<file path="src/sfs_pkg.sv">
`timescale 1ns / 1ps
package sfs_pkg;

  // input opcodes
  typedef enum logic [1:0] {
    OPC_REQUEST = 2'd0,
    OPC_WDATA   = 2'd1,
    OPC_REPLY   = 2'd2,
    OPC_NONE    = 2'd3
  } opcode_t;

  // host commands
  typedef enum logic [2:0] {
    CMD_READ    = 3'd0,
    CMD_WRITE   = 3'd1,
    CMD_SERASE  = 3'd2,
    CMD_CERASE  = 3'd3,
    CMD_STATUS  = 3'd4,
    CMD_ID      = 3'd5,
    CMD_PDOWN   = 3'd6,
    CMD_RELEASE = 3'd7
  } command_t;

  // result kinds
  typedef enum logic [1:0] {
    KIND_SPI  = 2'd0,
    KIND_HOST = 2'd1,
    KIND_DONE = 2'd2,
    KIND_RSVD = 2'd3
  } kind_t;

  // flash instruction bytes
  localparam logic [7:0] FL_WREN    = 8'h06;
  localparam logic [7:0] FL_PROG    = 8'h02;
  localparam logic [7:0] FL_SERASE  = 8'h20;
  localparam logic [7:0] FL_READ    = 8'h03;
  localparam logic [7:0] FL_RDSR    = 8'h05;
  localparam logic [7:0] FL_CERASE  = 8'hC7;
  localparam logic [7:0] FL_ID      = 8'h90;
  localparam logic [7:0] FL_PDOWN   = 8'hB9;
  localparam logic [7:0] FL_RELEASE = 8'hAB;
  localparam logic [7:0] FL_DUMMY   = 8'hFF;

  typedef enum logic [4:0] {
    PH_IDLE, PH_COLLECT, PH_RD, PH_ST, PH_ID, PH_PWR,
    PH_CE_WREN, PH_CE_POLL1, PH_CE_CMD, PH_CE_POLL2,
    PH_SE_WREN, PH_SE_POLL1, PH_SE_CMD, PH_SE_POLL2,
    PH_W_READ, PH_W_WREN, PH_W_POLL1, PH_W_ERASE, PH_W_POLL2,
    PH_PG_WREN, PH_PG_PROG, PH_PG_POLL
  } phase_t;

  typedef enum logic [2:0] {
    B_WAIT, B_DISPATCH, B_SEND, B_SENDD, B_FDONE, B_NEXTPAGE, B_SECTOR, B_FIN
  } bstate_t;

  typedef struct packed {
    opcode_t     opc;
    command_t    command;
    logic [23:0] address;
    logic [15:0] length;
    logic [7:0]  data_byte;
  } item_t;

  typedef struct packed {
    kind_t       kind;
    logic [7:0]  spi_byte;
    logic        frame_end;
    logic [15:0] host_value;
    logic        status;
    logic        last;
  } result_t;

endpackage

</file>
<file path="src/sfs_outq.sv">
`timescale 1ns / 1ps
module sfs_outq (
  input  logic             clk,
  input  logic             rst,
  input  logic             wr,
  input  sfs_pkg::result_t wdata,
  output logic             room,
  output logic             empty,
  output sfs_pkg::result_t rdata,
  input  logic             pop
);
  import sfs_pkg::*;

  result_t    q [4];
  logic [1:0] wp, rp;
  logic [2:0] cnt;
  logic       deq;

  assign empty = (cnt == 3'd0);
  assign room  = (cnt <= 3'd1);   // one item may push up to two words
  assign rdata = q[rp];
  assign deq   = pop && !empty;

  always_ff @(posedge clk) begin
    if (wr) q[wp] <= wdata;
  end

  always_ff @(posedge clk) begin
    if (rst) begin
      wp  <= 2'd0;
      rp  <= 2'd0;
      cnt <= 3'd0;
    end else begin
      if (wr)  wp <= 2'(wp + 2'd1);
      if (deq) rp <= 2'(rp + 2'd1);
      cnt <= 3'(cnt + {2'b0, wr} - {2'b0, deq});
    end
  end
endmodule

</file>
<file path="config.mk">
export PLATFORM = sky130hd
export DESIGN_NAME = sfs_outq
export DESIGN_NICKNAME = d
export VERILOG_FILES = /design/src/sfs_pkg.sv /design/src/sfs_outq.sv
export SDC_FILE = /design/constraint.sdc
export NUM_CORES = 1
export LEC_CHECK = 0
export BUFFER_PORTS_ARGS = -buffer_cell sky130_fd_sc_hd__buf_2
export CAP_MARGIN = 10
export CORE_UTILIZATION = 61
export DETAILED_ROUTE_END_ITERATION = 10
export PLACE_DENSITY_LB_ADDON = 0.08
export SLEW_MARGIN = 20
export SYNTH_ARGS = -nofsm -noshare
export SYNTH_HDL_FRONTEND = slang
export SYNTH_SLANG_ARGS = --single-unit
</file>
<file path="constraint.sdc">
create_clock -name clk -period 3.7 [get_ports clk]
set_input_delay 0.37 -clock clk [delete_from_list [all_inputs] [get_ports clk]]
set_output_delay 0.37 -clock clk [all_outputs]
set_load 0.05 [all_outputs]
</file>
==> out/metrics.csv, run 1 <==
metric,value,unit
DP HPWL,4150,um
unrepaired setup endpoints after global routing,false,
# rows,31,
f_max,0.357,GHz
TritonCTS Buffers,17,
# nets final,320,
H-tree Lvls,4,
Synth area leader,edfxtp_1,
max incr delay on CP,0.79,ns
Unique masters post-synth,24,
"Buf+Inv Stages, Crit Path",2,
DRC,0,
peak supply drop,0.424,mV
DRT antenna net count,0,
starting density of the core,0.640,
Placer Congestion,0.695,
layout cells sized above 1,0.450,
WL final,8020,um
"EDFF count, synth",116,
async set-reset flop share out of synthesis,0,
cell area after synthesis,4690,um2
clk buf depth,2,
setup tns final,0,ns
port bufs,63,
"Min Clock Period, post-route",2.80,ns
Iter 0 DRT Violations,175,
Worst slew margin,0.470,
Worst path slowest cell,dfxtp_2,
CTS tree,built,
"CTS clk-pin slew, worst paths",0.06,ns
Core ar.,7330,um2
Crit path required time,3.33,ns
worst path cell trace,buf_4 -> mux4_2 -> buf_2,
"delay-heaviest family, CP",flip-flops,
area overhead of the layout relative to synthesis,21.1,%
CTS root buf,clkbuf_8,
pwr/cell area,758,nW/um2
sequential area share after synthesis,0.781,
Final Max Slew Viols,0,
placed inst area,5090,um2
# Max-Cap Violations,0,
Overflow after GRT,0,
Worst Skew,0.0103,ns
vias post-DR,2190,
"count leader, synth",edfxtp_1,
RR Startpoint,cnt[0],
PostCTS Resize Cnt,0,
area share of the largest cell type after synthesis,0.743,
Slew @ Worst Pin,0.795,ns
Post-CTS Setup Inserts,0,
crit share post-route,0.756,
WP data arrival,2.43,ns
chip width,89.7,um
Skew-Pair Late Insertion Delay,0.51,ns
syn nets,243,
antenna fix cells,0,
WP depth,3,
status,"complete, no violations",
critical path endpoint category,output pin,
final hold violations,0,
global-route wire length before repair,11900,um
IO Count,64,
fin area,5680,um2
Critical Path End,rdata[15],
overall die height,89.7,um
Area contributors post-synth,"edfxtp_1 74%, mux4_2 13%, dfxtp_1 3.8%",
detailed-route vias per instance,5.62,
Post-synth top cells,"116 x edfxtp_1, 28 x mux4_2, 9 x dfxtp_1",
gr usage total,0.226,
CP Max Fanout,20,
post-route insts no fill,390,
Placed Cells,358,
Worst Reg-to-Reg Cells,7,
R2R Path End,cnt[2],
largest net degree at the start of global routing,30,
worst hold path class,in2reg,
drt first pass iters,4,
hold buffers post-CTS,0,
initial antenna violation count,0,
Yosys reg bits,125,
Filler cells,391,
DR WL/cell,20.6,um
number of global-route vias before repair,2234,
Synth Flop Type,edfxtp_1,
Mapped Cells,201,
worst reg2reg setup slack,1.82,ns
Setup-failing EPs final,0,
"Avg Cell Area, Syn",23.3,um2
YS warnings,0,
die area,8040,um2
Static Leak,0.00198,uW
Setup CP Type,reg2out,
clock sinks,125,
crit path launch type,register,
worst reg2reg max path: cells and delay by family, from the launching register on:
family	cells	cell delay, ns
buf+inv	1	0.04
xor+xnor	1	0.16
simple gates	1	0.05
flops	1	0.35
fa+ha+maj	3	0.84
compound gates	1	0.34
area by class of cell:
type	count	area, um2	share of cell area
clock inverters	15	171	0.0302
multi-input cells	62	948	0.167
clock buffers	17	414	0.0729
well taps	99	124	0.0218
inverters	7	26.3	0.00463
flip-flops and latches	125	3660	0.645
repair buffers	65	330	0.0582
layout by cell type (no fill, tap or decap):
master,Yosys,layout
clkinv_4,0,1
xnor2_1,1,1
mux4_1,1,1
ha_1,8,8
o31a_1,1,1
a32o_1,1,1
nor2b_1,4,4
o311ai_0,1,1
clkinv_1,0,2
fa_1,1,1
mux4_2,28,28
mux2i_1,1,1
clkinvlp_4,0,5
and2_2,0,4
dfxtp_1,9,8
clkbuf_16,0,16
mux2_2,3,3
dfxtp_2,0,1
nand2_1,1,1
clkinv_2,0,2
nor3_1,1,1
buf_4,1,2
buf_2,2,63
inv_6,0,2
nor2_1,5,5
inv_1,7,7
bufinv_16,0,3
edfxtp_1,116,116
xor2_1,1,1
clkbuf_8,0,1
where the power goes:
part	internal (uW)	switching (uW)
clock network	1020	584
logic	330	651
registers	1640	78.0
registers in the layout, indices dropped and copies added, names as in the netlist, named ones only:
register and count:
rp 2, q 116, wp 2, cnt 3
cells by family (layout without fill, tap and decap cells):
kind of cell	count (synthesis)	in the layout	synth area share
buf+inv	14	104	0.0176
mux	33	33	0.149
xor+xnor	2	2	0.00374
fa+ha+maj	9	9	0.0256
simple gates	15	15	0.0165
compound gates	3	3	0.00587
flops	125	125	0.781
worst min-delay path by stage:
stage | from | to | slack (ns) | cells after the start
2_1_floorplan | wdata[0] | q[0][0] | 0.47 | 0
3_3_place_gp | wp[1] | wp[1] | 0.54 | 2
3_5_place_dp | wp[1] | wp[1] | 0.56 | 2
4_1_cts | wdata[14] | q[0][14] | 0.06 | 1
5_1_grt | wdata[19] | q[0][19] | 0.05 | 1
6_report | wdata[27] | q[2][27] | 0.08 | 1
routing by layer:
layer / part of all wire / GRT usage
met1: 0.42 / 0.286
met2: 0.52 / 0.365
met3: 0.047 / 0.0759
met4: 0.0092 / 0.0909
met5: 0 / 0
through the flow:
| step | util | worst slack, ns | power (uW) | hold slack (ns) |
|---|---|---|---|---|
| 6_report | 0.775 | 0.902 | 4300 | 0.0801 |
| 2_1_floorplan | - | 1.91 | 2550 | 0.469 |
| 3_3_place_gp | 0.695 | 1.41 | 2710 | 0.544 |
| 4_1_cts | 0.775 | 0.811 | 4340 | 0.0564 |
| 3_5_place_dp | 0.695 | 1.37 | 2730 | 0.559 |
| 5_1_grt | 0.775 | 0.700 | 4470 | 0.0515 |
(Power assumes the default switching activity.)
==> run 2, diff against run 1 <==
--- a/config.mk
+++ b/config.mk
@@ -7,7 +7,7 @@
 export LEC_CHECK = 0
 export BUFFER_PORTS_ARGS = -buffer_cell sky130_fd_sc_hd__buf_2
 export CAP_MARGIN = 10
-export CORE_UTILIZATION = 61
+export CORE_UTILIZATION = 56
 export DETAILED_ROUTE_END_ITERATION = 10
 export PLACE_DENSITY_LB_ADDON = 0.08
 export SLEW_MARGIN = 20
==> constraint.sdc (replaced) <==
create_clock -name clk -period 2.9 [get_ports clk]
set_input_delay 0.29 -clock clk [delete_from_list [all_inputs] [get_ports clk]]
set_output_delay 0.29 -clock clk [all_outputs]
set_load 0.05 [all_outputs]
==> run 2 against run 1 <==
Critical endpoint is now rdata[23]. Global-route usage down 2.4 points. Clock skew down 0.0043 ns. Combinational power up 37%. Die area up 8.7%. Critical path depth unchanged. Clock-buffer cell count unchanged. Non-clock buffer count up 29.
==> out/metrics.csv, run 2 (same netlist as run 1, synthesis figures left out) <==
metric,value,unit
WP data arrival,2.06,ns
crit share post-route,0.810,
"CTS clk-pin slew, worst paths",0.06,ns
Crit path required time,2.61,ns
CTS tree,built,
Setup CP Type,reg2out,
IO Count,64,
DP HPWL,4290,um
Largest Register,q,
die area,8740,um2
# Max-Cap Violations,0,
"commonest non-fill, non-tap cell in the layout",edfxtp_1,
starting density of the core,0.574,
# nets final,349,
chip width,93.5,um
Static Leak,0.00213,uW
layout cells sized above 1,0.413,
DR WL/cell,18.7,um
clk buf depth,2,
pwr/cell area,948,nW/um2
critical path endpoint category,output pin,
vias post-DR,2302,
Final Max Slew Viols,0,
# rows,33,
max reg flops,116,
Worst slew margin,0.454,
clock sinks,125,
Worst Skew,0.00603,ns
initial antenna violation count,0,
Slew @ Worst Pin,0.819,ns
Fin Hold WS,0.0226,ns
number of global-route vias before repair,2350,
f_max,0.426,GHz
worst hold path class,in2reg,
Post-Route Utilization,0.736,
final hold violations,0,
TritonCTS Buffers,17,
unrepaired setup endpoints after global routing,false,
Setup-failing EPs final,0,
Iter 0 DRT Violations,101,
port bufs,63,
Skew-Pair Late Insertion Delay,0.50,ns
global-route wire length before repair,12300,um
Overflow after GRT,0,
antenna fix cells,0,
DRT antenna net count,0,
CP Max Fanout,23,
drt first pass iters,4,
gr usage total,0.202,
peak supply drop,0.575,mV
largest net degree at the start of global routing,30,
H-tree Lvls,4,
WL final,7940,um
Filler cells,475,
most frequent cells in the layout,"116 x edfxtp_1, 63 x buf_2, 28 x mux4_2, 27 x dlygate4sd3_1, 16 x clkbuf_16",
overall die height,93.5,um
Top Registers,"q x116, cnt x3",
status,"complete, no violations",
area overhead of the layout relative to synthesis,28.4,%
"Min Clock Period, post-route",2.35,ns
DRC,0,
CTS root buf,clkbuf_8,
Placer Congestion,0.665,
detailed-route vias per instance,5.42,
Core ar.,8180,um2
setup tns final,0,ns
crit path launch type,register,
[run 2: cell count changes in the layout (fill, tap and decap cells not counted), sizes merged]
cell,before,now
buf,65,67
clkinv,5,6
dlygate4sd3,0,27
clkinvlp,5,3
inv,9,8
bufinv,3,5
[run 2: repair_timing]
action | CTS | global route
hold buffers | 27 | 0
gates resized for setup | 0 | 0
setup buffers | 0 | 0
hold endpoints to repair | 103 | 0
[run 2: per-stage QoR]
step	setup slack, ns	area, um2	power (uW)	std cells
floorplan	1.12	4690	3250	201
global placement	1.09	5110	3480	366
detailed placement	1.04	5110	3500	366
CTS	0.525	6020	5760	425
global route	0.491	6020	5910	425
finish	0.550	6020	5700	425
[run 2: critical path: stages (launching register included)]
cell and delay (ns):
dfxtp_1 0.52, buf_4 0.41, mux4_2 0.38, buf_2 0.23
[run 2: area by class of cell]
cell class                      count  area, um2  area share
Clock inverter                     15        220      0.0366
Timing Repair Buffer               94        616       0.102
Multi-Input combinational cell     62        947       0.157
Clock buffer                       17        414      0.0688
Tap cell                          105        131      0.0218
Inverter                            7       26.3     0.00436
Sequential cell                   125       3660       0.609
[run 2: where the power goes]
group          switching [uW]  internal [uW]
logic                     885            453
clock network             745           1480
registers                51.7           2090
total                    1680           4020
[run 2: path summary, 6_finish.rpt]
| check | end | cells after the start | slack (ns) | from |
|---|---|---|---|---|
| worst max-delay path | rdata[23] | 3 | 0.55 | register |
| worst min-delay path | q[2][0] | 1 | 0.02 | wdata[0] |
| worst max register to register | cnt[2] | 7 | 1.05 | cnt[0] |
| worst min register to register | wp[1] | 2 | 0.56 | wp[1] |
[run 2: metal layers]
layer	vias to the layer above	track usage	part of all wire
met4	0	0.0731	0.017
met3	13	0.0593	0.039
met1	1184	0.233	0.40
met2	63	0.359	0.55
met5	-	0	0
li1	1042	-	-
==> run 3, diff against run 2 <==
--- a/config.mk
+++ b/config.mk
@@ -5,9 +5,10 @@
 export SDC_FILE = /design/constraint.sdc
 export NUM_CORES = 1
 export LEC_CHECK = 0
+export ABC_AREA = 1
 export BUFFER_PORTS_ARGS = -buffer_cell sky130_fd_sc_hd__buf_2
 export CAP_MARGIN = 10
-export CORE_UTILIZATION = 56
+export CORE_UTILIZATION = 52
 export DETAILED_ROUTE_END_ITERATION = 10
 export PLACE_DENSITY_LB_ADDON = 0.08
 export SLEW_MARGIN = 20
==> constraint.sdc (replaced) <==
create_clock -name clk -period 1.95 [get_ports clk]
set_input_delay 0.195 -clock clk [delete_from_list [all_inputs] [get_ports clk]]
set_output_delay 0.195 -clock clk [all_outputs]
set_load 0.05 [all_outputs]
==> run 3 against run 2 <==
Worst setup slack worse by 0.47 ns. Cell count up 41%. Clock skew down 0.0011 ns. Die area up 17%. Register-to-register slack worse by 0.94 ns. Synthesized area up 8.7%. Sequential share of layout area down 5.3 points. Power up 55%. Synthesized cell count up 71%. Clock power up 35%. Design area up 9.6%. Highest routed layer unchanged.
==> out/metrics.csv, run 3 <==
metric,value,unit
Static Leak,0.00242,uW
critical path endpoint category,output pin,
Setup CP Type,reg2out,
Post-Route Utilization,0.704,
Yosys reg bits,125,
WL final,9810,um
Logic pwr share,0.302,
Filler cells,676,
Overflow after GRT,0,
vias post-DR,3065,
starting density of the core,0.544,
gr usage total,0.206,
detailed-route vias per instance,5.11,
IO Count,64,
H-tree Lvls,4,
Crit path required time,1.75,ns
Core ar.,9370,um2
Slew @ Worst Pin,0.311,ns
Post-synth top cells,"116 x edfxtp_1, 58 x o21ai_0, 37 x nor2_1",
# nets final,500,
f_max,0.534,GHz
Hold Crit Start,wr,
CP Max Fanout,18,
peak supply drop,0.894,mV
"commonest non-fill, non-tap cell in the layout",edfxtp_1,
"EDFF count, synth",116,
Largest Register,q,
Final Max Slew Viols,0,
syn nets,386,
CTS tree,built,
Fin Hold WS,0.0340,ns
Mapped Cells,344,
clock sinks,125,
initial antenna violation count,0,
crit path launch type,register,
internal power,5750,uW
Net Sw Frac,0.349,
WP data arrival,1.68,ns
Synth Flop Type,edfxtp_1,
Skew-Pair Late Insertion Delay,0.51,ns
area share of the largest cell type after synthesis,0.683,
die area,10200,um2
"delay-heaviest family, CP",buffers and inverters,
Setup-failing EPs final,0,
YS warnings,0,
antenna fix cells,0,
Top Registers,"q x116, cnt x3",
"CTS clk-pin slew, worst paths",0.06,ns
TritonCTS Buffers,17,
sequential area share after synthesis,0.719,
Switch Pwr,3090,uW
"Buf+Inv Stages, Crit Path",3,
# Max-Cap Violations,0,
largest net degree at the start of global routing,33,
overall die height,101,um
"Min Clock Period, post-route",1.87,ns
async set-reset flop share out of synthesis,0,
Placer Congestion,0.726,
Unique masters post-synth,23,
final hold violations,0,
Worst Skew,0.00494,ns
clk buf depth,2,
area overhead of the layout relative to synthesis,29.3,%
Worst path slowest cell,dfxtp_4,
max incr delay on CP,0.37,ns
global-route wire length before repair,15100,um
crit share post-route,0.961,
Flop pwr share,0.358,
chip width,101,um
clock power share,0.340,
Synth area leader,edfxtp_1,
DRT antenna net count,0,
"count leader, synth",edfxtp_1,
RR Startpoint,cnt[1],
CTS root buf,clkbuf_8,
hold path cells,3,
# rows,35,
status,"complete, no violations",
Worst Reg-to-Reg Cells,10,
Worst slew margin,0.793,
most frequent cells in the layout,"116 x edfxtp_1, 46 x o21ai_0, 40 x buf_2, 36 x nor2_1, 31 x dlygate4sd3_1",
worst hold path class,in2reg,
DP HPWL,5630,um
drt first pass iters,4,
DRC,0,
worst path cell trace,clkinv_4 -> buf_6 -> o21ai_0 -> o22ai_1 -> buf_4,
number of global-route vias before repair,3094,
max reg flops,116,
layout cells sized above 1,0.367,
"Avg Cell Area, Syn",14.8,um2
DR WL/cell,16.3,um
Iter 0 DRT Violations,78,
port bufs,63,
WP depth,5,
Area contributors post-synth,"edfxtp_1 68%, o21ai_0 5.7%, o22ai_2 4.9%",
pwr/cell area,1340,nW/um2
cell area after synthesis,5100,um2
-- run 3: cell types whose count changed after synthesis, sizes merged, moves of 11 or more --
cell / before / now
mux4: 29 / 0
o22ai: 0 / 29
nor2: 5 / 66
o21ai: 0 / 60
buf: 5 / 16
inv: 7 / 20
-- run 3: kinds of logic after synthesis --
family	after synthesis	synth area share
buf+inv	38	0.0407
compound gates	94	0.125
simple gates	77	0.0908
xor+xnor	1	0.00172
fa+ha+maj	9	0.0236
flops	125	0.719
-- run 3: area by class of cell --
type	count	area (um2)	share of cell area
Clock inverter	15	161	0.0245
Multi-Input combinational cell	181	1240	0.187
Inverter	20	80.1	0.0121
Tap cell	129	161	0.0245
Sequential cell	125	3670	0.556
Timing Repair Buffer	113	873	0.132
Clock buffer	17	414	0.0628
-- run 3: power groups by stage --
stage / logic (uW) / clock network, uW / registers (uW)
3_3_place_gp: 2410 / 0 / 3200
2_1_floorplan: 1950 / 0 / 3190
4_1_cts: 2600 / 3040 / 3150
5_1_grt: 2860 / 3160 / 3180
6_report: 2670 / 3000 / 3160
3_5_place_dp: 2450 / 0 / 3200
-- run 3: worst paths after layout --
path                                  to  slack, ns
worst max-delay path            rdata[3]       0.08
worst min-delay path               wp[1]       0.03
worst max register to register    cnt[1]       0.11
worst min register to register     rp[0]       0.50
-- run 3: stage by stage --
| stage | cell area [um2] | worst slack [ns] | total power, uW | TNS, ns | instances |
|---|---|---|---|---|---|
| after floorplan | 5100 | 0.00780 | 5150 | 0 | 344 |
| after global placement | 5590 | 0.155 | 5610 | 0 | 535 |
| after detailed placement | 5590 | 0.0952 | 5650 | 0 | 535 |
| after CTS | 6520 | -0.0300 | 8800 | -0.115 | 598 |
| after global routing | 6600 | -0.0578 | 9200 | -0.0727 | 600 |
| final | 6600 | 0.0768 | 8840 | 0 | 600 |
-- run 3: worst register-to-register path, cell delays in order, from the launching register on --
cell and delay [ns]:
dfxtp_1 0.32, nor2_2 0.16, nand2_2 0.11, inv_2 0.07, nor2_1 0.04, ha_1 0.26
inv_1 0.04, ha_1 0.18, fa_1 0.49, inv_1 0.04, nor2_1 0.09
-- run 3: what timing repair did --
action                     CTS  global route
hold endpoints to repair   120             0
gates resized for setup     22            28
setup buffers                0             2
setup endpoints to repair   29            29
hold buffers                31             0
-- run 3: metal layers --
| layer | vias up | wire (um) | track usage |
|---|---|---|---|
| met4 | 0 | 121 | 0.0769 |
| met1 | 1491 | 4230 | 0.240 |
| met2 | 67 | 5080 | 0.361 |
| met3 | 13 | 379 | 0.0583 |
| met5 | - | 0 | 0 |
| li1 | 1494 | - | - |
