<file path="config.mk">
export PLATFORM = sky130hd
export DESIGN_NAME = sfs_front
export DESIGN_NICKNAME = d
export VERILOG_FILES = /design/src/sfs_pkg.sv /design/src/sfs_front.sv
export SDC_FILE = /design/constraint.sdc
export NUM_CORES = 1
export LEC_CHECK = 0
export BUFFER_PORTS_ARGS = -buffer_cell sky130_fd_sc_hd__buf_2
export CAP_MARGIN = 20
export CORE_ASPECT_RATIO = 0.9
export CORE_MARGIN = 10
export CORE_UTILIZATION = 30
export DETAILED_ROUTE_END_ITERATION = 12
export GPL_ROUTABILITY_DRIVEN = 0
export GPL_TIMING_DRIVEN = 0
export HOLD_SLACK_MARGIN = 0.12
export PLACE_DENSITY_LB_ADDON = 0.05
export SYNTH_ARGS = -nofsm -noshare
export SYNTH_HDL_FRONTEND = slang
export SYNTH_SLANG_ARGS = --single-unit
</file>
<file path="constraint.sdc">
create_clock -name clk -period 3.5 [get_ports clk]
set_input_delay 0.35 -clock clk [delete_from_list [all_inputs] [get_ports clk]]
set_output_delay 0.35 -clock clk [all_outputs]
set_load 0.05 [all_outputs]
</file>
<file path="src/sfs_pkg.sv">
`timescale 1ns / 1ps
package sfs_pkg;

  // input opcodes
  typedef enum logic [1:0] {
    OPC_REQUEST = 2'd0,
    OPC_WDATA   = 2'd1,
    OPC_REPLY   = 2'd2,
    OPC_NONE    = 2'd3
  } opcode_t;

  // host commands
  typedef enum logic [2:0] {
    CMD_READ    = 3'd0,
    CMD_WRITE   = 3'd1,
    CMD_SERASE  = 3'd2,
    CMD_CERASE  = 3'd3,
    CMD_STATUS  = 3'd4,
    CMD_ID      = 3'd5,
    CMD_PDOWN   = 3'd6,
    CMD_RELEASE = 3'd7
  } command_t;

  // result kinds
  typedef enum logic [1:0] {
    KIND_SPI  = 2'd0,
    KIND_HOST = 2'd1,
    KIND_DONE = 2'd2,
    KIND_RSVD = 2'd3
  } kind_t;

  // flash instruction bytes
  localparam logic [7:0] FL_WREN    = 8'h06;
  localparam logic [7:0] FL_PROG    = 8'h02;
  localparam logic [7:0] FL_SERASE  = 8'h20;
  localparam logic [7:0] FL_READ    = 8'h03;
  localparam logic [7:0] FL_RDSR    = 8'h05;
  localparam logic [7:0] FL_CERASE  = 8'hC7;
  localparam logic [7:0] FL_ID      = 8'h90;
  localparam logic [7:0] FL_PDOWN   = 8'hB9;
  localparam logic [7:0] FL_RELEASE = 8'hAB;
  localparam logic [7:0] FL_DUMMY   = 8'hFF;

  typedef enum logic [4:0] {
    PH_IDLE, PH_COLLECT, PH_RD, PH_ST, PH_ID, PH_PWR,
    PH_CE_WREN, PH_CE_POLL1, PH_CE_CMD, PH_CE_POLL2,
    PH_SE_WREN, PH_SE_POLL1, PH_SE_CMD, PH_SE_POLL2,
    PH_W_READ, PH_W_WREN, PH_W_POLL1, PH_W_ERASE, PH_W_POLL2,
    PH_PG_WREN, PH_PG_PROG, PH_PG_POLL
  } phase_t;

  typedef enum logic [2:0] {
    B_WAIT, B_DISPATCH, B_SEND, B_SENDD, B_FDONE, B_NEXTPAGE, B_SECTOR, B_FIN
  } bstate_t;

  typedef struct packed {
    opcode_t     opc;
    command_t    command;
    logic [23:0] address;
    logic [15:0] length;
    logic [7:0]  data_byte;
  } item_t;

  typedef struct packed {
    kind_t       kind;
    logic [7:0]  spi_byte;
    logic        frame_end;
    logic [15:0] host_value;
    logic        status;
    logic        last;
  } result_t;

endpackage

</file>
<file path="src/sfs_front.sv">
`timescale 1ns / 1ps
module sfs_front (
  input  logic                 clk,
  input  logic                 rst,
  input  logic                 push,
  output logic                 full,
  input  logic [1:0]           opcode,
  input  logic [2:0]           command,
  input  logic [23:0]          address,
  input  logic [15:0]          length,
  input  logic [7:0]           data_byte,
  output logic                 item_valid,
  output sfs_pkg::item_t       item,
  input  logic                 item_take
);
  import sfs_pkg::*;

  item_t      q [2];
  logic       wp, rp;
  logic [1:0] cnt;
  logic       enq, deq;
  item_t      w;

  // opcode 3 is dropped here: it never causes a result
  always_comb begin
    w.opc       = opcode_t'(opcode);
    w.command   = command_t'(command);
    w.address   = address;
    w.length    = length;
    w.data_byte = data_byte;
  end

  assign full       = (cnt == 2'd2);
  assign enq        = push && !full && (w.opc != OPC_NONE);
  assign deq        = item_take && item_valid;
  assign item_valid = (cnt != 2'd0);
  assign item       = q[rp];

  always_ff @(posedge clk) begin
    if (enq) q[wp] <= w;
  end

  always_ff @(posedge clk) begin
    if (rst) begin
      wp  <= 1'b0;
      rp  <= 1'b0;
      cnt <= 2'd0;
    end else begin
      if (enq) wp <= ~wp;
      if (deq) rp <= ~rp;
      cnt <= 2'(cnt + {1'b0, enq} - {1'b0, deq});
    end
  end
endmodule

</file>
==> run summary, run 1 <==
Worst VDD drop: 471 uV
Switching pwr: 1700 uW
# resized after CTS: 0
Clk pwr share: 25.1%
Total global routing overflow: 0
Final hold slack: 188 ps
Fraction of power spent switching nets: 37.1%
Vias: 2098
Worst setup EP type: primary output
Clock latency on the worst-skew pair: 350 ps
Synth unique cells: 19
Clock buffer depth: 2
Setup crit end: item[44]
Layout fillers: 1274
Initial antenna violation count: 3
Hpwl dp: 6.24 mm
Post-Synthesis Net Count: 251
Critical Path RT: 3150 ps
Post-Syn Area: 4110 sq um
Largest net degree at the start of global routing: 30
Crit path launch type: register
Final Max Slew Viols: 0
Synth Area per Inst: 21.4 sq um
Register-to-Register Setup Slack: 1540 ps
Die ar.: 18800 sq um
Area grow syn2layout: 28.9%
# diodes: 0
PD cells: 868 nW/um^2
Post-CTS setup repair buffer count: 0
Post-synth top area share: 77.5%
Flop pwr share: 37.0%
Fin crit share: 56.4%
Clk root buf: clkbuf_16
Leak: 0.00197 uW
First drt pass iteration count: 4
Final net count: 376
FF-to-FF path depth: 4
Dominant cell by count in the synthesized netlist: edfxtp_1
Antenna Nets Post-Route: 0
Slowest cell on the critical path: mux2_2
Internal power: 2890 uW
Crit path DAT: 1620 ps
Total GRT Usage: 9.67%
Die width: 143 microns
TritonCTS clock tree: yes
Cts hold-fix bufs: 0
Post-synth ARST share: 0%
Sequential area share after synthesis: 80.0%
Register bit total from synthesis: 111
Vias in the first global route: 2401
Worst Tran Pin Value: 823 ps
Unrepaired setup endpoints after global routing: false
WL met2: 4.16 mm
IO Pins: 112
Initial Util: 30.7%
Comb power frac: 37.8%
Core area: 13400 sq um
Max cap viols: 0
Post-synth top flop: edfxtp_1
CTS buffer count: 9
First-pass GRT wire length: 13.4 mm
Number of synthesized flops with an enable pin: 106
Crit Path Class: reg2out
Final worst slack: 1530 ps
Fin. Hold Viols: 0
Clock slew at reported path FFs: 70 ps
Vias per cell: 4.28
Max_slew headroom: 45.0%
HP Class: in2reg
Dpl ws: 1420 ps
DP Area: 4950 sq um
DR WL/cell: 17.9 microns
DR DRC count: 0
Final period demand of the worst path: 1970 ps
Reg-to-reg startpoint: cnt[0]
Mapped Cells: 192
RR Endpoint: q[1][31]
# rows: 40
Finished Cell Area: 5290 sq um
Clock sinks: 111
Routed met1 length: 3.64 mm
Status: finished, final reports clean
Fmax: 0.507 GHz
Uppermost layer routed: met5
Initial DRC count: 79
I/O Buffers: 111
Number of H-tree levels: 3
Slowest cell delay on critical path: 370 ps
Top cell types by occurrence after synthesis: edfxtp_1, mux2_2, nor2_1
Die H: 131 microns
Final setup viols: 0
Synthesis Warnings: 0
Met3 wire length: 767 microns
Critical path cell sequence: buf_4, buf_6, mux2_2, buf_2
Layout cells sized above 1: 60.9%
Crit Path Max Fanout: 10
Synth top area cells: edfxtp_1, mux2_2, dfxtp_1
Routed WL: 8.75 mm
Worst Skew: 7.14 ps
Area leader, netlist: edfxtp_1
## registers in the layout (all words and copies together) (netlist names), named ones only
name / cells
q: 106
cnt: 2
rp: 1
wp: 1
## per-layer routing
metal	up-vias	global-route usage, %
li1	995	-
met1	1015	10.5
met2	65	15.7
met3	17	4.91
met4	6	4.32
met5	-	0
## critical path, delay by kind of cell (launching register included)
kind	cells	cell delay (ps)
DFF	1	310
buffers and inverters	3	600
muxes	1	370
## per-stage QoR
stage | total power (uW) | instances | utilization [%] | setup TNS (ps)
after floorplan | 3080 | 192 | - | 0
after global placement | 3500 | 471 | 36.5 | -166180
after detailed placement | 3520 | 474 | 37.0 | 0
after CTS | 4700 | 490 | 39.6 | 0
after global routing | 4820 | 490 | 39.6 | 0
final | 4590 | 490 | 39.6 | 0
## worst min-delay path by stage
| stage | from | to | slack (ps) | cells past startpoint |
|---|---|---|---|---|
| floorplan | rst | cnt[0] | 420 | 1 |
| global placement | rp | rp | 510 | 2 |
| detailed placement | rp | rp | 530 | 2 |
| CTS | address[13] | q[0][37] | 170 | 1 |
| global route | address[17] | q[1][41] | 170 | 1 |
| finish | length[14] | q[1][22] | 190 | 1 |
## layout make-up
cell class	count	area (sq um)	area share, %
buffer	6	63.8	1.21
inverter	2	7.51	0.142
multi-input combinational	73	766	14.5
clock buffer	10	239	4.52
clock inverter	6	108	2.03
sequential	111	3280	62.0
timing repair buffer	114	616	11.6
tap	168	210	3.97
## power groups by stage
stage / registers (uW) / clock network, uW / logic, uW
after floorplan: 1730 / 0 / 1350
after global placement: 1750 / 0 / 1750
after detailed placement: 1730 / 0 / 1790
after CTS: 1700 / 1200 / 1790
after global routing: 1710 / 1250 / 1860
final: 1700 / 1160 / 1740
## cell usage in the layout (no fill, tap or decap), types with 2 or more instances in the layout
master / synthesis / routed
buf_2: 0 / 111
edfxtp_1: 106 / 106
mux2_2: 53 / 53
clkbuf_16: 0 / 9
buf_6: 5 / 5
nor2_1: 7 / 5
dfxtp_1: 5 / 5
bufinv_16: 0 / 3
buf_12: 0 / 3
inv_1: 2 / 2
nor2_4: 0 / 2
ha_1: 2 / 2
clkinv_2: 0 / 2
## cells by family (layout without fill, tap and decap cells)
logic type	after synthesis	count (layout)	synth area share [%]
multiplexers	54	54	14.9
AND/OR/NAND/NOR	14	14	2.16
AO/OA/AOI/OAI	1	1	0.183
XOR/XNOR	2	2	0.427
flip-flops	111	111	80.0
buffers and inverters	8	138	1.74
adder cells (fa/ha/maj)	2	2	0.609
No activity file was read; power rests on OpenSTA's default activity.
==> run 2, diff against run 1 <==
--- a/config.mk
+++ b/config.mk
@@ -5,6 +5,7 @@
 export SDC_FILE = /design/constraint.sdc
 export NUM_CORES = 1
 export LEC_CHECK = 0
+export ABC_AREA = 1
 export BUFFER_PORTS_ARGS = -buffer_cell sky130_fd_sc_hd__buf_2
 export CAP_MARGIN = 20
 export CORE_ASPECT_RATIO = 0.9
==> constraint.sdc (replaced) <==
create_clock -name clk -period 1.8 [get_ports clk]
set_input_delay 0.18 -clock clk [delete_from_list [all_inputs] [get_ports clk]]
set_output_delay 0.18 -clock clk [all_outputs]
set_load 0.05 [all_outputs]
==> run 2 against run 1 <==
Clock-buffer cell count is 4 higher. Setup slack worse by 1500 ps. Synthesized cell count is 6.8% higher. Critical path type unchanged. Largest cell class unchanged. Highest routed layer is now met4.
==> run summary, run 2 <==
Status: finished, final reports clean
Post-synth top area share: 73.4%
Crit Path Class: reg2out
HP Class: in2reg
Unrepaired setup endpoints after global routing: false
CP delay by family, top: buffers and inverters
TritonCTS clock tree: yes
Vias in the first global route: 2674
Commonest non-fill, non-tap cell in the layout: buf_2
FF-to-FF path depth: 3
Global routing usage on met2: 15.7%
Register bit total from synthesis: 111
Crit path launch type: register
Met3 Track Usage GR: 5.31%
Total global routing overflow: 0
Clock latency on the worst-skew pair: 340 ps
DR WL/cell: 16.0 microns
Post-synth ARST share: 0%
Critical Path RT: 1620 ps
Reg-to-reg startpoint: wp
Hpwl dp: 6.02 mm
Initial DRC count: 79
Die H: 134 microns
Crit path DAT: 1550 ps
Buf/Inv on CP: 3
Fraction of power spent switching nets: 35.8%
Post-Syn Area: 4340 sq um
Area grow syn2layout: 39.7%
Leak: 0.00238 uW
Layout cells sized above 1: 48.7%
Fin crit share: 96.1%
Core area: 14100 sq um
Clk root buf: clkbuf_16
Final setup viols: 0
Initial Util: 30.8%
First-pass GRT wire length: 14.6 mm
GR Layer Usage met1: 10.9%
Post-synth top flop: edfxtp_1
Final period demand of the worst path: 1730 ps
Placed cells: 511
Number of synthesized flops with an enable pin: 106
Slowest cell on the critical path: dfxtp_1
Max_slew headroom: 67.4%
Clock slew at reported path FFs: 60 ps
Dominant cell by count in the synthesized netlist: edfxtp_1
RR Endpoint: q[1][12]
Synthesis Warnings: 0
Synth top area cells: edfxtp_1, mux2_4, buf_12
Synth unique cells: 14
I/O Buffers: 111
Max reg flops: 106
Most frequent cells in the layout: buf_2, edfxtp_1, dlygate4sd3_1
DR DRC count: 0
Hold Path Depth: 4
Footprint of the multi-input gates: 937 sq um
# rows: 41
Routed WL: 9.33 mm
Final net count: 446
Worst Tran Pin Value: 488 ps
Slowest cell delay on critical path: 340 ps
Top cell types by occurrence after synthesis: edfxtp_1, mux2_4, inv_1
Worst setup EP type: primary output
Max cap viols: 0
Number of H-tree levels: 3
Gr busiest metal: met2
Comb power frac: 38.6%
Fmax: 0.578 GHz
Area leader, netlist: edfxtp_1
Crit Path Max Fanout: 10
Min-delay src: item_take
Switching pwr: 2910 uW
Die ar.: 19700 sq um
Clk pwr share: 21.5%
Internal power: 5220 uW
Synth Area per Inst: 21.2 sq um
CTS buffer count: 9
Biggest regs: q (106), cnt (2)
Total GRT Usage: 9.71%
PD cells: 1340 nW/um^2
# diodes: 0
Register area: 3280 sq um
Post-Synthesis Net Count: 264
Die width: 147 microns
Vias per cell: 4.03
Register-to-Register Setup Slack: 180 ps
Clock sinks: 111
Register with the most flip-flops: q
Sequential area share after synthesis: 75.7%
Worst Skew: 2.92 ps
Final Max Slew Viols: 0
Worst VDD drop: 708 uV
Vias: 2355
Hold endpoint: rp
First drt pass iteration count: 4
Largest net degree at the start of global routing: 30
Critical path cell sequence: buf_8, buf_12, mux2_4, buf_2
Post-Layout Cell Count: 585
Initial antenna violation count: 0
Fin. Hold Viols: 0
Layout fillers: 1291
Clock buffer depth: 2
IO Pins: 112
Antenna Nets Post-Route: 0
Utilization after layout: 43.0%
Flop pwr share: 39.9%
Mapped Cells: 205
## run 2: changes by cell type in the layout (fill, tap and decap cells not counted), sizes merged, moves of 2 or more
cell,before,now
nand3,0,3
dlygate4sd3,0,54
nand2,1,9
bufinv,3,0
clkbuf,10,14
nor2b,2,0
inv,2,10
## run 2: cells by family (layout without fill, tap and decap cells)
logic type      Yosys count  count (layout)  share of synthesized area (%)
flops                   111             111                           75.7
mux                      53              53                           18.1
simple gates             20              21                           1.87
buf+inv                  17             203                           3.52
fa+ha+maj                 2               2                          0.577
compound gates            2               2                          0.288
## run 2: worst max path at each step
stage / from / end / depth (start not counted)
2_1_floorplan: cnt[0] / q[0][0] / 4
3_3_place_gp: cnt[0] / q[0][16] / 4
3_5_place_dp: cnt[0] / q[0][19] / 5
4_1_cts: register / item[47] / 4
5_1_grt: register / item[47] / 4
6_report: register / item[10] / 4
## run 2: final cells by class
cell class | instances | share of cell area, %
repair inverters | 1 | 0.124
clock buffers | 14 | 4.02
clock inverters | 2 | 0.165
well taps | 193 | 3.98
flip-flops and latches | 111 | 54.2
plain buffers | 6 | 1.90
repair buffers | 169 | 19.4
inverters | 11 | 0.743
multi-input cells | 78 | 15.5
## run 2: through the flow
| stage | setup TNS, ps | power [uW] | worst slack, ps | cell area (sq um) | hold WS, ps |
|---|---|---|---|---|---|
| 2_1_floorplan | 0 | 5700 | 12.0 | 4370 | 251 |
| 3_3_place_gp | -69910 | 6320 | -669 | 5160 | 353 |
| 3_5_place_dp | -9460 | 6350 | -216 | 5200 | 353 |
| 4_1_cts | 0 | 8260 | 29.7 | 6030 | 150 |
| 5_1_grt | 0 | 8540 | 3.75 | 6060 | 171 |
| 6_report | 0 | 8130 | 71.1 | 6060 | 169 |
## run 2: power by group through the flow
stage	combinational, uW	sequential [uW]	clock, uW
floorplan	2410	3280	0
global placement	3020	3300	0
detailed placement	3050	3300	0
CTS	3180	3240	1840
global route	3320	3270	1950
finish	3140	3240	1750
## run 2: per-layer routing
layer / part of all wire, % / vias to the layer above
li1: - / 1145
met1: 43 / 1135
met2: 48 / 70
met3: 7.7 / 5
met4: 0.86 / 0
met5: 0 / -
## run 2: worst reg2reg max path: cells and delay by family, from the launching register on
kind                   cells  cell delay, ps
DFF                        1             490
and+or+nand+nor            1             350
buffers and inverters      2             470
## run 2: timing repair
| item | 4_1_cts | 5_1_grt |
|---|---|---|
| cloned | 2 | 0 |
| hold buffers | 54 | 0 |
| endpoints found under the hold margin | 108 | 0 |
| pin swaps | 1 | 1 |
| endpoints found under the setup margin | 55 | 42 |
| setup buffers | 1 | 1 |
| gates resized for setup | 1 | 4 |
==> run 3, diff against run 2 <==
--- a/config.mk
+++ b/config.mk
@@ -7,7 +7,6 @@
 export LEC_CHECK = 0
 export ABC_AREA = 1
 export BUFFER_PORTS_ARGS = -buffer_cell sky130_fd_sc_hd__buf_2
-export CAP_MARGIN = 20
 export CORE_ASPECT_RATIO = 0.9
 export CORE_MARGIN = 10
 export CORE_UTILIZATION = 30
==> constraint.sdc (replaced) <==
create_clock -name clk -period 1.9 [get_ports clk]
set_input_delay 0.19 -clock clk [delete_from_list [all_inputs] [get_ports clk]]
set_output_delay 0.19 -clock clk [all_outputs]
set_load 0.05 [all_outputs]
==> run 3 against run 2 <==
Via count decreased by 0.25%. Register-to-register slack got worse by 90 ps. Critical endpoint is now q[1][40]. Sequential power decreased by 5%. Non-clock buffer count decreased by 2.
==> run summary, run 3 (synthesis gave the netlist of run 2 again) <==
Crit Path Max Fanout: 27
Total GRT Usage: 9.57%
Max reg flops: 106
Worst Skew: 3.72 ps
Routed WL: 9.20 mm
Layout fillers: 1292
Layout cells sized above 1: 49.2%
I/O Buffers: 111
DR DRC count: 0
Clock latency on the worst-skew pair: 340 ps
Utilization after layout: 42.7%
Fin. Hold Viols: 0
Status: finished, final reports clean
Clock sinks: 111
Vias per cell: 4.04
CP delay by family, top: buffers and inverters
Fin crit share: 95.2%
Commonest non-fill, non-tap cell in the layout: buf_2
Number of H-tree levels: 3
Initial antenna violation count: 0
Total global routing overflow: 0
Clk root buf: clkbuf_16
First drt pass iteration count: 4
Slowest cell delay on critical path: 640 ps
Final net count: 444
Crit path DAT: 1690 ps
HP Class: in2reg
Vias in the first global route: 2643
Crit path launch type: register
Die ar.: 19700 sq um
Clock slew at reported path FFs: 60 ps
Post-Layout Cell Count: 581
PD cells: 1290 nW/um^2
DP Area: 5170 sq um
DR WL/cell: 15.8 microns
Placed cells: 510
CTS buffer count: 9
Hpwl dp: 5.95 mm
# diodes: 0
Final period demand of the worst path: 1810 ps
Antenna Nets Post-Route: 0
Core area: 14100 sq um
Final Max Slew Viols: 0
Max cap viols: 0
Fmax: 0.553 GHz
Largest net degree at the start of global routing: 29
Worst Tran Pin Value: 689 ps
Max_slew headroom: 54.0%
Worst VDD drop: 612 uV
Slowest cell on the critical path: clkinvlp_4
Setup TNS: 0 ps
Leak: 0.00236 uW
Worst setup EP type: register
Die H: 134 microns
Clock buffer depth: 2
Biggest regs: q (106), cnt (2)
Critical Path RT: 1780 ps
Register with the most flip-flops: q
Buf/Inv on CP: 2
Unrepaired setup endpoints after global routing: true
Finished Cell Area: 6020 sq um
# rows: 41
Initial DRC count: 89
IO Pins: 112
Vias: 2349
Die width: 147 microns
Crit Path Class: reg2reg
Final setup viols: 0
First-pass GRT wire length: 14.5 mm
Initial Util: 30.8%
Critical path cell sequence: inv_2, nand2_2, nand4_1, clkinvlp_4
TritonCTS clock tree: yes
Most frequent cells in the layout: buf_2, edfxtp_1, dlygate4sd3_1
Area grow syn2layout: 38.8%
-- run 3: changes by cell type in the layout (fill, tap and decap cells not counted), moves of 2 or more --
cell	previous run	this run
clkinv_2	2	0
buf_12	9	7
clkbuf_1	5	3
dfxtp_2	0	3
dfxtp_1	5	2
-- run 3: worst reg2reg max path, delay by kind of cell, from the launching register on --
kind                   cells  cell delay, ps
buffers and inverters      2             700
DFF                        1             330
and+or+nand+nor            2             290
-- run 3: area by class of cell --
type                            count  area (sq um)  share of cell area [%]
Clock buffer                       12           236                    3.93
Multi-Input combinational cell     78           925                    15.4
Timing Repair Buffer              167          1140                    18.9
Timing Repair inverter              1          7.51                   0.125
Sequential cell                   111          3290                    54.6
Clock inverter                      2          33.8                   0.561
Tap cell                          193           241                    4.01
Buffer                              6           111                    1.85
Inverter                           11          45.0                   0.748
-- run 3: final timing paths --
| kind | cells after the start | slack, ps | from | to |
|---|---|---|---|---|
| worst max-delay path | 4 | 90 | cnt[0] | q[1][40] |
| worst min-delay path | 4 | 210 | item_take | rp |
| worst max register to register | 4 | 90 | cnt[0] | q[1][40] |
| worst min register to register | 2 | 510 | rp | rp |
-- run 3: what timing repair did --
action | 4_1_cts | 5_1_grt
endpoints found under the setup margin | 81 | 66
hold endpoints to repair | 108 | 0
buffers inserted | 1 | 0
gates resized for setup | 6 | 1
hold buffers | 54 | 0
cloned | 2 | 0
pin swaps | 1 | 0
-- run 3: routing by layer --
metal  track usage [%]  routed length (microns)  share of wire (%)
met3              4.81                      659                7.2
met2              15.4                     4520                 49
met1              11.0                     3930                 43
met5                 0                        0                  0
met4              2.83                       91               0.99
-- run 3: power by group --
| part | switching [uW] | total [uW] | internal (uW) | leakage, uW |
|---|---|---|---|---|
| Sequential | 78.6 | 3080 | 3000 | 0.00102 |
| Combinational | 1900 | 2930 | 1040 | 0.00121 |
| Clock | 766 | 1770 | 1000 | 0.000130 |
| Total | 2740 | 7780 | 5040 | 0.00236 |
-- run 3: per-stage QoR --
| stage | power (uW) | worst slack, ps | hold slack [ps] |
|---|---|---|---|
| 6_report | 7780 | 91.0 | 207 |
| 5_1_grt | 8180 | -91.9 | 213 |
| 3_3_place_gp | 5970 | -612 | 366 |
| 3_5_place_dp | 5990 | -541 | 370 |
| 4_1_cts | 7920 | -27.1 | 166 |
| 2_1_floorplan | 5380 | 67.0 | 261 |
